**config.mk**
```make
export PLATFORM = sky130hd
export DESIGN_NAME = infix_to_prefix_converter_flat
export DESIGN_NICKNAME = d
export VERILOG_FILES = /design/src/ipc_pkg.sv /design/src/ipc_ifs.sv /design/src/ipc_front.sv /design/src/ipc_job_fifo.sv /design/src/ipc_back.sv /design/src/infix_to_prefix_converter.sv /design/src/flat_wrapper.sv
export SDC_FILE = /design/constraint.sdc
export NUM_CORES = 1
export LEC_CHECK = 0
export BUFFER_PORTS_ARGS = -buffer_cell sky130_fd_sc_hd__buf_2
export CORE_ASPECT_RATIO = 1.5
export CORE_UTILIZATION = 39
export DETAILED_ROUTE_END_ITERATION = 10
export SYNTH_ARGS = -nofsm -noshare
export SYNTH_HDL_FRONTEND = slang
export SYNTH_HIERARCHICAL = 1
export SYNTH_SLANG_ARGS = --single-unit
```
**constraint.sdc**
```tcl
create_clock -name clk -period 9 [get_ports clk]
set_input_delay 0.9 -clock clk [delete_from_list [all_inputs] [get_ports clk]]
set_output_delay 0.9 -clock clk [all_outputs]
set_load 0.005 [all_outputs]
```
**src/ipc_pkg.sv**
```systemverilog
package ipc_pkg;

  localparam int MAX_LEN     = 32;
  localparam int MAX_RESULTS = 32;
  localparam int ADDR_W      = $clog2(MAX_LEN);
  localparam int CNT_W       = $clog2(MAX_LEN + 1);

  localparam logic [7:0] CH_PLUS  = 8'h2B;
  localparam logic [7:0] CH_MINUS = 8'h2D;
  localparam logic [7:0] CH_STAR  = 8'h2A;
  localparam logic [7:0] CH_SLASH = 8'h2F;
  localparam logic [7:0] CH_OPEN  = 8'h28;
  localparam logic [7:0] CH_CLOSE = 8'h29;

  localparam logic [1:0] RANK_NONE = 2'd0;
  localparam logic [1:0] RANK_ADD  = 2'd2;
  localparam logic [1:0] RANK_MUL  = 2'd3;

  // Finished expression handed from the loader to the converter.
  typedef struct packed {
    logic [CNT_W-1:0] count;
    logic             ovf;
  } job_t;

  // Converter's hold on the expression buffer.
  typedef struct packed {
    logic              release_buf;
    logic [ADDR_W-1:0] addr;
  } buf_ctl_t;

  typedef enum logic {
    FR_LOAD,
    FR_HOLD
  } front_state_t;

  typedef enum logic [3:0] {
    BK_IDLE,
    BK_FETCH,
    BK_CLASS,
    BK_PAREN,
    BK_OPLOOP,
    BK_FLUSH,
    BK_REFILL,
    BK_FINISH,
    BK_SINGLE,
    BK_EMIT_RD,
    BK_EMIT_LD
  } back_state_t;

  function automatic logic [1:0] op_rank(input logic [7:0] c);
    logic [1:0] r;
    case (c)
      CH_PLUS, CH_MINUS: r = RANK_ADD;
      CH_STAR, CH_SLASH: r = RANK_MUL;
      default:           r = RANK_NONE;
    endcase
    return r;
  endfunction

endpackage

```
**src/ipc_ifs.sv**
```systemverilog
interface ipc_expr_if;
  logic       valid;
  logic       ready;
  logic [7:0] expr_char;
  logic       expr_last;

  modport source (output valid, output expr_char, output expr_last, input ready);
  modport sink   (input valid, input expr_char, input expr_last, output ready);
endinterface

interface ipc_prefix_if;
  logic       valid;
  logic       ready;
  logic [7:0] out_char;
  logic       out_last;
  logic       fault;

  modport source (output valid, output out_char, output out_last, output fault,
                  input ready);
  modport sink   (input valid, input out_char, input out_last, input fault,
                  output ready);
endinterface

```
**src/ipc_front.sv**
```systemverilog
module ipc_front (
  input  logic                        clk,
  input  logic                        rst,
  ipc_expr_if.sink                    expr_in,
  output logic                        job_push,
  output ipc_pkg::job_t               job_data,
  input  logic                        job_full,
  input  ipc_pkg::buf_ctl_t           buf_ctl,
  output logic [7:0]                  buf_data
);

  logic [7:0] mem [ipc_pkg::MAX_LEN];

  ipc_pkg::front_state_t      state, state_next;
  logic [ipc_pkg::CNT_W-1:0]  count, count_next;
  logic                       ovf, ovf_next;
  logic                       accept;
  logic                       wr_en;

  assign expr_in.ready = (state == ipc_pkg::FR_LOAD) && !job_full;
  assign accept        = expr_in.valid && expr_in.ready;

  always_comb begin
    state_next = state;
    count_next = count;
    ovf_next   = ovf;
    job_push   = 1'b0;
    wr_en      = accept && (count < ipc_pkg::CNT_W'(ipc_pkg::MAX_LEN));
    job_data.count = wr_en ? count + ipc_pkg::CNT_W'(1) : count;
    job_data.ovf   = ovf || !wr_en;
    case (state)
      ipc_pkg::FR_LOAD: begin
        if (accept) begin
          count_next = job_data.count;
          ovf_next   = job_data.ovf;
          if (expr_in.expr_last) begin
            // hand the expression over and wait for the buffer back
            job_push   = 1'b1;
            count_next = '0;
            ovf_next   = 1'b0;
            state_next = ipc_pkg::FR_HOLD;
          end
        end
      end
      ipc_pkg::FR_HOLD: begin
        if (buf_ctl.release_buf) state_next = ipc_pkg::FR_LOAD;
      end
      default: state_next = ipc_pkg::FR_LOAD;
    endcase
  end

  always_ff @(posedge clk) begin
    if (rst) begin
      state <= ipc_pkg::FR_LOAD;
      count <= '0;
      ovf   <= 1'b0;
    end else begin
      state <= state_next;
      count <= count_next;
      ovf   <= ovf_next;
    end
  end

  always_ff @(posedge clk) begin
    if (wr_en) mem[count[ipc_pkg::ADDR_W-1:0]] <= expr_in.expr_char;
    buf_data <= mem[buf_ctl.addr];
  end

endmodule

```
**src/ipc_job_fifo.sv**
```systemverilog
module ipc_job_fifo (
  input  logic          clk,
  input  logic          rst,
  input  logic          push,
  input  ipc_pkg::job_t push_data,
  output logic          full,
  input  logic          pop,
  output ipc_pkg::job_t pop_data,
  output logic          empty
);

  ipc_pkg::job_t slot [2];
  logic          wp, rp;
  logic [1:0]    fill;
  logic          do_push, do_pop;

  assign full     = (fill == 2'd2);
  assign empty    = (fill == 2'd0);
  assign do_push  = push && !full;
  assign do_pop   = pop && !empty;
  assign pop_data = slot[rp];

  always_ff @(posedge clk) begin
    if (rst) begin
      wp   <= 1'b0;
      rp   <= 1'b0;
      fill <= 2'd0;
    end else begin
      if (do_push) wp <= ~wp;
      if (do_pop)  rp <= ~rp;
      case ({do_push, do_pop})
        2'b10:   fill <= fill + 2'd1;
        2'b01:   fill <= fill - 2'd1;
        default: fill <= fill;
      endcase
    end
  end

  always_ff @(posedge clk) begin
    if (do_push) slot[wp] <= push_data;
  end

endmodule

```
**src/ipc_back.sv**
```systemverilog
module ipc_back (
  input  logic                clk,
  input  logic                rst,
  input  ipc_pkg::job_t       job,
  input  logic                job_empty,
  output logic                job_pop,
  output ipc_pkg::buf_ctl_t   buf_ctl,
  input  logic [7:0]          buf_data,
  ipc_prefix_if.source        prefix_out
);

  localparam int AW = ipc_pkg::ADDR_W;
  localparam int CW = ipc_pkg::CNT_W;

  logic [7:0] stk [ipc_pkg::MAX_LEN];
  logic [7:0] res [ipc_pkg::MAX_LEN];
  logic [7:0] stk_rd, res_rd;

  ipc_pkg::back_state_t state, state_next, ret, ret_next;
  logic [CW-1:0] idx, idx_next, sp, sp_next, rc, rc_next;
  logic [AW-1:0] eidx, eidx_next;
  logic          err, err_next;
  logic [7:0]    cur, cur_next, top, top_next;
  logic          ov, ov_next, olast, olast_next, ofault, ofault_next;
  logic [7:0]    och, och_next;

  logic          push_en, put_en, out_free;
  logic [7:0]    push_data, put_data;
  logic [CW-1:0] idx_m1, sp_m2, rc_m1;

  assign idx_m1   = idx - CW'(1);
  assign sp_m2    = sp - CW'(2);
  assign rc_m1    = rc - CW'(1);
  assign out_free = !ov || prefix_out.ready;

  assign prefix_out.valid    = ov;
  assign prefix_out.out_char = och;
  assign prefix_out.out_last = olast;
  assign prefix_out.fault    = ofault;

  always_comb begin
    state_next  = state;
    ret_next    = ret;
    idx_next    = idx;
    sp_next     = sp;
    rc_next     = rc;
    eidx_next   = eidx;
    err_next    = err;
    cur_next    = cur;
    top_next    = top;
    ov_next     = ov && !prefix_out.ready;
    och_next    = och;
    olast_next  = olast;
    ofault_next = ofault;
    push_en     = 1'b0;
    push_data   = cur;
    put_en      = 1'b0;
    put_data    = top;
    job_pop     = 1'b0;
    buf_ctl.release_buf = 1'b0;
    buf_ctl.addr        = idx_m1[AW-1:0];
    case (state)
      ipc_pkg::BK_IDLE: begin
        if (!job_empty) begin
          job_pop    = 1'b1;
          idx_next   = job.count;
          sp_next    = '0;
          rc_next    = '0;
          err_next   = job.ovf;
          state_next = ipc_pkg::BK_FETCH;
        end
      end
      ipc_pkg::BK_FETCH: begin
        // scan from the end of the expression toward its start
        if (idx == '0) begin
          state_next = ipc_pkg::BK_FLUSH;
        end else begin
          idx_next   = idx_m1;
          state_next = ipc_pkg::BK_CLASS;
        end
      end
      ipc_pkg::BK_CLASS: begin
        cur_next = buf_data;
        if (buf_data == ipc_pkg::CH_CLOSE) begin
          push_en    = 1'b1;
          push_data  = buf_data;
          state_next = ipc_pkg::BK_FETCH;
        end else if (buf_data == ipc_pkg::CH_OPEN) begin
          state_next = ipc_pkg::BK_PAREN;
        end else if (ipc_pkg::op_rank(buf_data) != ipc_pkg::RANK_NONE) begin
          state_next = ipc_pkg::BK_OPLOOP;
        end else begin
          put_en     = 1'b1;
          put_data   = buf_data;
          state_next = ipc_pkg::BK_FETCH;
        end
      end
      ipc_pkg::BK_PAREN: begin
        // pop to the matching close paren
        if (sp == '0) begin
          err_next   = 1'b1;
          state_next = ipc_pkg::BK_FINISH;
        end else begin
          sp_next    = sp - CW'(1);
          state_next = ipc_pkg::BK_REFILL;
          if (top == ipc_pkg::CH_CLOSE) begin
            ret_next = ipc_pkg::BK_FETCH;
          end else begin
            put_en   = 1'b1;
            ret_next = ipc_pkg::BK_PAREN;
          end
        end
      end
      ipc_pkg::BK_OPLOOP: begin
        if ((sp != '0) && (ipc_pkg::op_rank(top) > ipc_pkg::op_rank(cur))) begin
          sp_next    = sp - CW'(1);
          put_en     = 1'b1;
          ret_next   = ipc_pkg::BK_OPLOOP;
          state_next = ipc_pkg::BK_REFILL;
        end else begin
          push_en    = 1'b1;
          state_next = ipc_pkg::BK_FETCH;
        end
      end
      ipc_pkg::BK_FLUSH: begin
        if (sp == '0) begin
          state_next = ipc_pkg::BK_FINISH;
        end else if (top == ipc_pkg::CH_CLOSE) begin
          err_next   = 1'b1;
          state_next = ipc_pkg::BK_FINISH;
        end else begin
          sp_next    = sp - CW'(1);
          put_en     = 1'b1;
          ret_next   = ipc_pkg::BK_FLUSH;
          state_next = ipc_pkg::BK_REFILL;
        end
      end
      ipc_pkg::BK_REFILL: begin
        // stack read issued by the pop lands here
        top_next   = stk_rd;
        state_next = ret;
      end
      ipc_pkg::BK_FINISH: begin
        buf_ctl.release_buf = 1'b1;
        eidx_next = rc_m1[AW-1:0];
        if (rc > CW'(ipc_pkg::MAX_RESULTS)) err_next = 1'b1;
        if (err || (rc > CW'(ipc_pkg::MAX_RESULTS)) || (rc == '0)) begin
          state_next = ipc_pkg::BK_SINGLE;
        end else begin
          state_next = ipc_pkg::BK_EMIT_RD;
        end
      end
      ipc_pkg::BK_SINGLE: begin
        if (out_free) begin
          ov_next     = 1'b1;
          och_next    = 8'h00;
          olast_next  = 1'b1;
          ofault_next = err;
          state_next  = ipc_pkg::BK_IDLE;
        end
      end
      ipc_pkg::BK_EMIT_RD: begin
        if (out_free) state_next = ipc_pkg::BK_EMIT_LD;
      end
      ipc_pkg::BK_EMIT_LD: begin
        ov_next     = 1'b1;
        och_next    = res_rd;
        olast_next  = (eidx == '0);
        ofault_next = 1'b0;
        if (eidx == '0) begin
          state_next = ipc_pkg::BK_IDLE;
        end else begin
          eidx_next  = eidx - AW'(1);
          state_next = ipc_pkg::BK_EMIT_RD;
        end
      end
      default: state_next = ipc_pkg::BK_IDLE;
    endcase
    if (push_en) begin
      sp_next  = sp + CW'(1);
      top_next = push_data;
    end
    if (put_en) rc_next = rc + CW'(1);
  end

  always_ff @(posedge clk) begin
    if (rst) begin
      state <= ipc_pkg::BK_IDLE;
      ret   <= ipc_pkg::BK_FETCH;
      ov    <= 1'b0;
      idx   <= '0;
      sp    <= '0;
      rc    <= '0;
      err   <= 1'b0;
    end else begin
      state <= state_next;
      ret   <= ret_next;
      ov    <= ov_next;
      idx   <= idx_next;
      sp    <= sp_next;
      rc    <= rc_next;
      err   <= err_next;
    end
  end

  always_ff @(posedge clk) begin
    eidx   <= eidx_next;
    cur    <= cur_next;
    top    <= top_next;
    och    <= och_next;
    olast  <= olast_next;
    ofault <= ofault_next;
  end

  always_ff @(posedge clk) begin
    if (push_en) stk[sp[AW-1:0]] <= push_data;
    stk_rd <= stk[sp_m2[AW-1:0]];
  end

  always_ff @(posedge clk) begin
    if (put_en) res[rc[AW-1:0]] <= put_data;
    res_rd <= res[eidx];
  end

endmodule

```
**src/infix_to_prefix_converter.sv**
```systemverilog
// Infix to prefix converter.
// expr_in takes one word per character of an infix expression; expr_last marks
// the final character. prefix_out gives the prefix form one word per character,
// out_last on the final word, or a single word with fault set (out_char zero)
// on buffer overflow or unmatched parentheses, or a single zero word with
// out_last and no fault when the expression holds only parentheses.
// Loading takes one character per cycle while the loader is not waiting for
// the buffer. Once the last character is in, the back end scans the stored
// expression in reverse through operands, parentheses, operators and
// operator-stack pops, then emits the result words in reverse. Reads of the
// stack and result memories in the back-end sequencer are registered. The
// expression buffer is handed back to the loader as soon as the scan ends,
// so the next expression loads while words drain.
// A stalled receiver holds the output register and pauses emission; input
// keeps loading until the loader waits for the buffer.
// Reset (synchronous, active high) empties both ends and the job queue;
// buffer contents are left as they are.
module infix_to_prefix_converter (
  input  logic         clk,
  input  logic         rst,
  ipc_expr_if.sink     expr_in,
  ipc_prefix_if.source prefix_out
);

  // loader -> converter job handoff
  logic              job_push, job_full, job_pop, job_empty;
  ipc_pkg::job_t     job_in, job_out;
  // converter's read port and release on the expression buffer
  ipc_pkg::buf_ctl_t buf_ctl;
  logic [7:0]        buf_data;

  // Front end: store characters, count them, flag overflow.
  ipc_front u_front (
    .clk      (clk),
    .rst      (rst),
    .expr_in  (expr_in),
    .job_push (job_push),
    .job_data (job_in),
    .job_full (job_full),
    .buf_ctl  (buf_ctl),
    .buf_data (buf_data)
  );

  // Short queue so each side stalls on its own.
  ipc_job_fifo u_fifo (
    .clk       (clk),
    .rst       (rst),
    .push      (job_push),
    .push_data (job_in),
    .full      (job_full),
    .pop       (job_pop),
    .pop_data  (job_out),
    .empty     (job_empty)
  );

  // Back end: reverse scan with operator stack, then drain results reversed.
  ipc_back u_back (
    .clk        (clk),
    .rst        (rst),
    .job        (job_out),
    .job_empty  (job_empty),
    .job_pop    (job_pop),
    .buf_ctl    (buf_ctl),
    .buf_data   (buf_data),
    .prefix_out (prefix_out)
  );

endmodule

```
**src/flat_wrapper.sv**
```systemverilog
// flat-port wrapper written by rule: the top's interface ports become plain ports
module infix_to_prefix_converter_flat 
  (clk, rst, expr_in_valid, expr_in_expr_char, expr_in_expr_last, expr_in_ready, prefix_out_valid, prefix_out_out_char, prefix_out_out_last, prefix_out_fault, prefix_out_ready);
  ipc_expr_if expr_in_i ();
  ipc_prefix_if prefix_out_i ();
  input  logic clk;
  input  logic rst;
  input wire logic [$bits(expr_in_i.valid)-1:0] expr_in_valid;
  input wire logic [$bits(expr_in_i.expr_char)-1:0] expr_in_expr_char;
  input wire logic [$bits(expr_in_i.expr_last)-1:0] expr_in_expr_last;
  output wire logic [$bits(expr_in_i.ready)-1:0] expr_in_ready;
  output wire logic [$bits(prefix_out_i.valid)-1:0] prefix_out_valid;
  output wire logic [$bits(prefix_out_i.out_char)-1:0] prefix_out_out_char;
  output wire logic [$bits(prefix_out_i.out_last)-1:0] prefix_out_out_last;
  output wire logic [$bits(prefix_out_i.fault)-1:0] prefix_out_fault;
  input wire logic [$bits(prefix_out_i.ready)-1:0] prefix_out_ready;
  assign expr_in_i.valid = expr_in_valid;
  assign expr_in_i.expr_char = expr_in_expr_char;
  assign expr_in_i.expr_last = expr_in_expr_last;
  assign expr_in_ready = expr_in_i.ready;
  assign prefix_out_valid = prefix_out_i.valid;
  assign prefix_out_out_char = prefix_out_i.out_char;
  assign prefix_out_out_last = prefix_out_i.out_last;
  assign prefix_out_fault = prefix_out_i.fault;
  assign prefix_out_i.ready = prefix_out_ready;
  infix_to_prefix_converter u_core (.clk(clk), .rst(rst), .expr_in(expr_in_i), .prefix_out(prefix_out_i));
endmodule
```
==> impl_metrics.py, run 1 <==
metrics = {
    "sta": {
        "setup-violations-final": 0,
        "worst_pin_slew_ns": 1.28,
        "timing.slew.headroom": 0.148,
        "fin_setup_tns_ns": 0,
        "rsz0062_at_grt": "false",
        "drv_slew": 0,
        "hold_ws_ns": 0.486,
        "setup_ws_ns": 5.17,
        "hold_viol": 0,
        "post-route-period-util": 0.425,
        "max_freq_ghz": 0.261,
        "layout_min_cycle_time_ns": 3.83,
        "finalClockSkew_ns": 0.0211,
    },
    "die": {
        "chipWidth_um": 247,
        "initial_utilization": 0.394,
        "dieArea_sq_um": 90900,
        "ioPinCount": 25,
        "rows": 134,
        "fp.coreArea_sq_um": 88900,
        "die_h_um": 369,
    },
    "routing": {
        "via_per_inst": 5.52,
        "dr.pass1.iters": 5,
        "ant_nets": 0,
        "num_vias": 16800,
        "wl_um": 77700,
        "drc": 0,
        "routedWlPerCell_um": 25.6,
        "drt_iter0_markers": 1285,
    },
    "placed_design": {
        "placed_area_sq_um": 36400,
        "placedCellCount": 2886,
        "gp_congestion": 0.806,
        "portBuffers": 24,
        "dp_slack_ns": 5.12,
        "dp_hpwl_um": 48800,
    },
    "synthesis": {
        "synth.most_common_cell": "edfxtp_1",
        "ys_async_sr_fraction": 0,
        "synthCells": 1773,
        "synth_xor_xnor_area_share": 0.00476,
        "synth-edff-count": 813,
        "synth_fa_ha_area_frac": 0.00787,
        "syn-cell-area_sq_um": 35000,
        "synth_mux_area_frac": 0.169,
        "synth_simple_gate_area_frac": 0.0492,
        "avgSynthCellArea_sq_um": 19.7,
        "synth.largest_area_cell": "edfxtp_1",
        "synthFlopType": "edfxtp_1",
        "synth_nets": 1808,
        "ys_types": 75,
        "ys_seq_elements": 877,
        "synth_area_leaders": "edfxtp_1 70%, mux4_2 15%, dfxtp_1 3.7%",
        "synth_top_family_by_area": "multiplexers",
        "synth_common_cells": "813 x edfxtp_1, 240 x mux4_2, 138 x nor2_1, 74 x nand2_1, 64 x dfxtp_1",
        "yosys_warnings": 6,
        "synth_compound_area_frac": 0.0209,
        "ys_seq_area_frac": 0.735,
        "synth_top_area_frac": 0.698,
    },
    "power": {
        "p_comb_frac": 0.223,
        "ir_drop_uv": 246,
        "p_per_area_nw_per_um2": 277,
        "swShare": 0.272,
        "internal_power_mw": 7.91,
        "p_leak_nw": 12.1,
        "pwr-share-seq": 0.449,
        "p_sw_mw": 2.95,
        "pwr-share-clk": 0.328,
        "totalPowerFinal_mw": 10.9,
    },
    "final_layout": {
        "design_area_sq_um": 39100,
        "regArea_sq_um": 25700,
        "diodes": 0,
        "fin_util": 0.440,
        "multiInputGateArea_sq_um": 8870,
        "fillCellCount": 7575,
        "instances_no_fill": 3036,
        "final_nets": 1849,
        "final_layout_size_suffix_gt1_frac": 0.257,
        "area_growth_syn_to_layout_pct": 11.9,
    },
    "global_routing": {
        "grt-ovfl-total": 0,
        "antenna_found_initial": 6,
        "grt_max_degree": 69,
        "grt_pass1_vias": 17600,
        "grt_usage": 0.174,
        "grt_pass1_wl_um": 115000,
    },
    "flow_run": {
        "drv_cap": 0,
    },
    "clocking": {
        "cts_setup_buffers": 0,
        "cts_hold_buf": 0,
        "worstSkewPairLatency_ns": 0.66,
        "cts.clk_slew.worst_paths_ns": 0.06,
        "cts.sinks": 877,
        "cts_root_buf": "clkbuf_16",
        "cts_tree": "built",
        "cts_resized": 0,
        "htreeDepth": 3,
        "clockBufferDepth": 3,
        "numCtsBuffers": 82,
    },
    "critical_path": {
        "criticalPathCategory": "reg2reg",
        "crit_fanout": 33,
        "worstSetupStartpointType": "flop",
        "critPathRequiredTime_ns": 9.28,
        "worst_setup_path_end_kind": "flop",
        "crit_arrival_ns": 4.11,
    },
    "min_path": {
        "hold_class": "reg2reg",
    },
    "run_status": {
        "run_status": "complete, no violations",
    },
}
[final cells by class]
type / count / area share
clock buffer: 106 / 0.0573
tap: 1156 / 0.0370
inverter: 28 / 0.00275
sequential: 877 / 0.657
multi-input combinational: 785 / 0.227
timing repair buffer: 40 / 0.00614
clock inverter: 44 / 0.0134
[sequential cells by signal, indices dropped and copies added (netlist names), 14 cells and up, named ones only]
name / count
u_core/u_back/res: 256
u_core/u_back/stk: 256
u_core/u_front/mem: 256
u_core/u_fifo/slot: 14
[layout by cell type, fill, tap and decap left out, types with 9 or more instances in the layout]
master and n:
edfxtp_1 813, mux4_2 240, nor2_1 138, clkbuf_16 83, nand2_1 74, dfxtp_1 62, a21oi_1 36, mux2_2 34
inv_1 26, buf_2 24, o21ai_0 24, nand3_1 24, ha_1 22, buf_4 16, clkbuf_1 15, or3_1 13
clkinv_2 12, mux2i_1 12, nor3_1 11, and2_1 11, xnor2_1 10, bufinv_16 9, clkinv_1 9, nor2b_1 9
[per-layer routing]
layer  up-vias  part of all wire  GRT usage
li1       7285                 -          -
met1      8852              0.37      0.203
met2       460              0.55      0.317
met3       150             0.046     0.0281
met4        10             0.035     0.0713
met5         -           0.00089          0
[final timing paths]
kind                                   end                start  depth (start not counted)  slack, ns
setup / recovery  u_core/u_back/stk[26][1]  u_core/u_back/sp[0]                          9       5.17
setup reg to reg  u_core/u_back/stk[26][1]  u_core/u_back/sp[0]                          9       5.17
hold / removal          u_core/u_front/ovf   u_core/u_front/ovf                          2       0.49
hold reg to reg         u_core/u_front/ovf   u_core/u_front/ovf                          2       0.49
[power groups by stage]
| stage | clock network, mW | logic (mW) | registers (mW) |
|---|---|---|---|
| 2_1_floorplan | 0 | 1.86 | 4.86 |
| 3_3_place_gp | 0 | 2.40 | 4.95 |
| 3_5_place_dp | 0 | 2.46 | 4.96 |
| 4_1_cts | 3.65 | 2.46 | 4.87 |
| 5_1_grt | 3.80 | 2.61 | 4.88 |
| 6_report | 3.56 | 2.42 | 4.87 |
[logic make-up after synthesis]
kind of cell               count (synthesis)
muxes                                    286
buffers and inverters                    111
AOI/OAI and AO/OA                        109
DFF                                      877
xor gates and xnor gates                  19
and+or+nand+nor                          349
adders and majority gates                 22
[critical path, cell delays in order (launching register included)]
cell and delay, ns:
dfxtp_4 0.52, inv_1 0.18, ha_1 0.19, nor3b_1 0.59, and2_1 0.30, o21bai_1 0.10
buf_4 0.21, nand2_1 0.20, nand2_1 0.43, nor2_1 0.71
No activity file was read; power rests on OpenSTA's default activity.
==> inputs of run 2 (changes only) <==
==> constraint.sdc (replaced) <==
create_clock -name clk -period 4 [get_ports clk]
set_input_delay 0.4 -clock clk [delete_from_list [all_inputs] [get_ports clk]]
set_output_delay 0.4 -clock clk [all_outputs]
set_load 0.005 [all_outputs]
==> run 2 against run 1 <==
Worst hold slack worse by 0.40 ns. Largest power group unchanged. First-iteration DRC count rose by 3.0%. Critical endpoint is now u_core/u_back/stk[4][1]. Count of clock-buffer cells in the layout increased by 6. Highest routed layer unchanged. Critical path depth rose by 1.
==> impl_metrics.py, run 2 (synthesis results as in run 1) <==
metrics = {
    "run_status": {
        "run_status": "complete, no violations",
    },
    "critical_path": {
        "crit_top_cell": "nand2_1",
        "criticalPathCategory": "reg2reg",
        "critPathMaxStageDelay_ns": 0.69,
        "worst_setup_path_end_kind": "flop",
        "worstSetupStartpointType": "flop",
        "crit_arrival_ns": 3.94,
        "crit_fanout": 8,
        "path_cells": "nand4bb_1 -> nor2_1 -> nand2_1 -> ha_1 -> nor2b_1 -> o21ai_0 -> o21bai_1 -> nand2_1 -> nand2_1 -> nor2_1",
        "cpMaxStageDelayCell": "nor2_1",
        "critPathRequiredTime_ns": 4.25,
    },
    "die": {
        "rows": 134,
        "initial_utilization": 0.394,
        "die_h_um": 369,
        "chipWidth_um": 247,
        "ioPinCount": 25,
        "fp.coreArea_sq_um": 88900,
        "dieArea_sq_um": 90900,
    },
    "routing": {
        "via_per_inst": 5.52,
        "drc": 0,
        "dr.pass1.iters": 5,
        "routedWlPerCell_um": 25.5,
        "ant_nets": 0,
        "num_vias": 16900,
        "drt_iter0_markers": 1324,
        "wl_um": 78400,
    },
    "final_layout": {
        "final_nets": 1878,
        "area_growth_syn_to_layout_pct": 12.9,
        "most-common-layout-cells": "813 x edfxtp_1, 240 x mux4_2, 138 x nor2_1",
        "fin_util": 0.444,
        "design_area_sq_um": 39500,
        "diodes": 0,
        "final_layout_size_suffix_gt1_frac": 0.268,
        "layout_commonest_cell": "edfxtp_1",
    },
    "clocking": {
        "cts_tree": "built",
        "cts.sinks": 877,
        "worstSkewPairLatency_ns": 0.66,
        "cts_setup_buffers": 0,
        "clockBufferDepth": 3,
        "cts_resized": 0,
        "cts_hold_buf": 0,
        "cts.clk_slew.worst_paths_ns": 0.07,
        "htreeDepth": 3,
        "cts_root_buf": "clkbuf_16",
        "numCtsBuffers": 82,
    },
    "power": {
        "ir_drop_uv": 510,
        "totalPowerFinal_mw": 25.2,
        "p_per_area_nw_per_um2": 638,
        "p_leak_nw": 12.3,
    },
    "sta": {
        "max_freq_ghz": 0.271,
        "worst_pin_slew_ns": 1.36,
        "layout_min_cycle_time_ns": 3.69,
        "hold_viol": 0,
        "post-route-period-util": 0.922,
        "drv_slew": 0,
        "finalClockSkew_ns": 0.0369,
        "rsz0062_at_grt": "false",
        "timing.slew.headroom": 0.0884,
        "fin_setup_tns_ns": 0,
        "setup-violations-final": 0,
    },
    "global_routing": {
        "grt_pass1_wl_um": 118000,
        "antenna_found_initial": 1,
        "grt_usage": 0.177,
        "grt-ovfl-total": 0,
        "grt_max_degree": 69,
        "grt_pass1_vias": 18000,
    },
    "placed_design": {
        "placed_area_sq_um": 36600,
        "gp_congestion": 0.848,
        "dp_hpwl_um": 51300,
        "portBuffers": 24,
    },
    "min_path": {
        "hold_class": "in2reg",
    },
    "flow_run": {
        "drv_cap": 0,
    },
}
run 2: changes by cell type in the layout (fill, tap and decap cells not counted), sizes merged:
cell,before,now
inv,29,32
clkinvlp,4,2
bufinv,9,11
clkbuf,106,112
clkinv,30,25
buf,40,69
run 2: layout make-up:
type | count | area [sq um]
Inverter | 28 | 108
Clock inverter | 42 | 567
Multi-Input combinational cell | 785 | 8840
Sequential cell | 877 | 25700
Clock buffer | 112 | 2310
Tap cell | 1156 | 1450
Fill cell | 7538 | 49400
Timing Repair Buffer | 69 | 495
run 2: path summary, 6_finish.rpt:
kind | start | to | slack (ns) | cells past startpoint
max | u_core/u_back/cur[7] | u_core/u_back/stk[4][1] | 0.31 | 10
min | expr_in_expr_last | u_core/u_front/count[1] | 0.09 | 4
max reg2reg | u_core/u_back/cur[7] | u_core/u_back/stk[4][1] | 0.31 | 10
min reg2reg | u_core/u_back/ret[0] | u_core/u_back/ret[0] | 0.48 | 2
run 2: report_power, final:
part	switching, mW	internal [mW]	leakage, nW	total (mW)
Combinational	3.32	2.74	3.04	6.06
Sequential	0.262	10.6	7.83	10.9
Clock	3.40	4.82	1.41	8.22
run 2: metal layers:
metal / vias up / wire length [um] / global-route usage
li1: 7338 / - / -
met1: 8985 / 29700 / 0.209
met2: 469 / 42700 / 0.320
met3: 137 / 3070 / 0.0243
met4: 2 / 2880 / 0.0751
met5: - / 10 / 0
run 2: worst max-delay path, delay by kind of cell (launching register included):
kind                     cells  cell delay [ns]
AO/OA/AOI/OAI                2             0.61
AND/OR/NAND/NOR              7             1.96
adder cells (fa/ha/maj)      1             0.31
flip-flops                   1             0.40
run 2: metrics by stage:
stage | hold slack (ns) | instances | worst slack (ns)
after floorplan | 0.406 | 1773 | 0.621
after global placement | 0.447 | 2915 | 0.406
after detailed placement | 0.466 | 2915 | 0.289
after CTS | 0.0483 | 3069 | 0.180
after global routing | 0.0952 | 3069 | 0.0657
final | 0.0862 | 3069 | 0.313
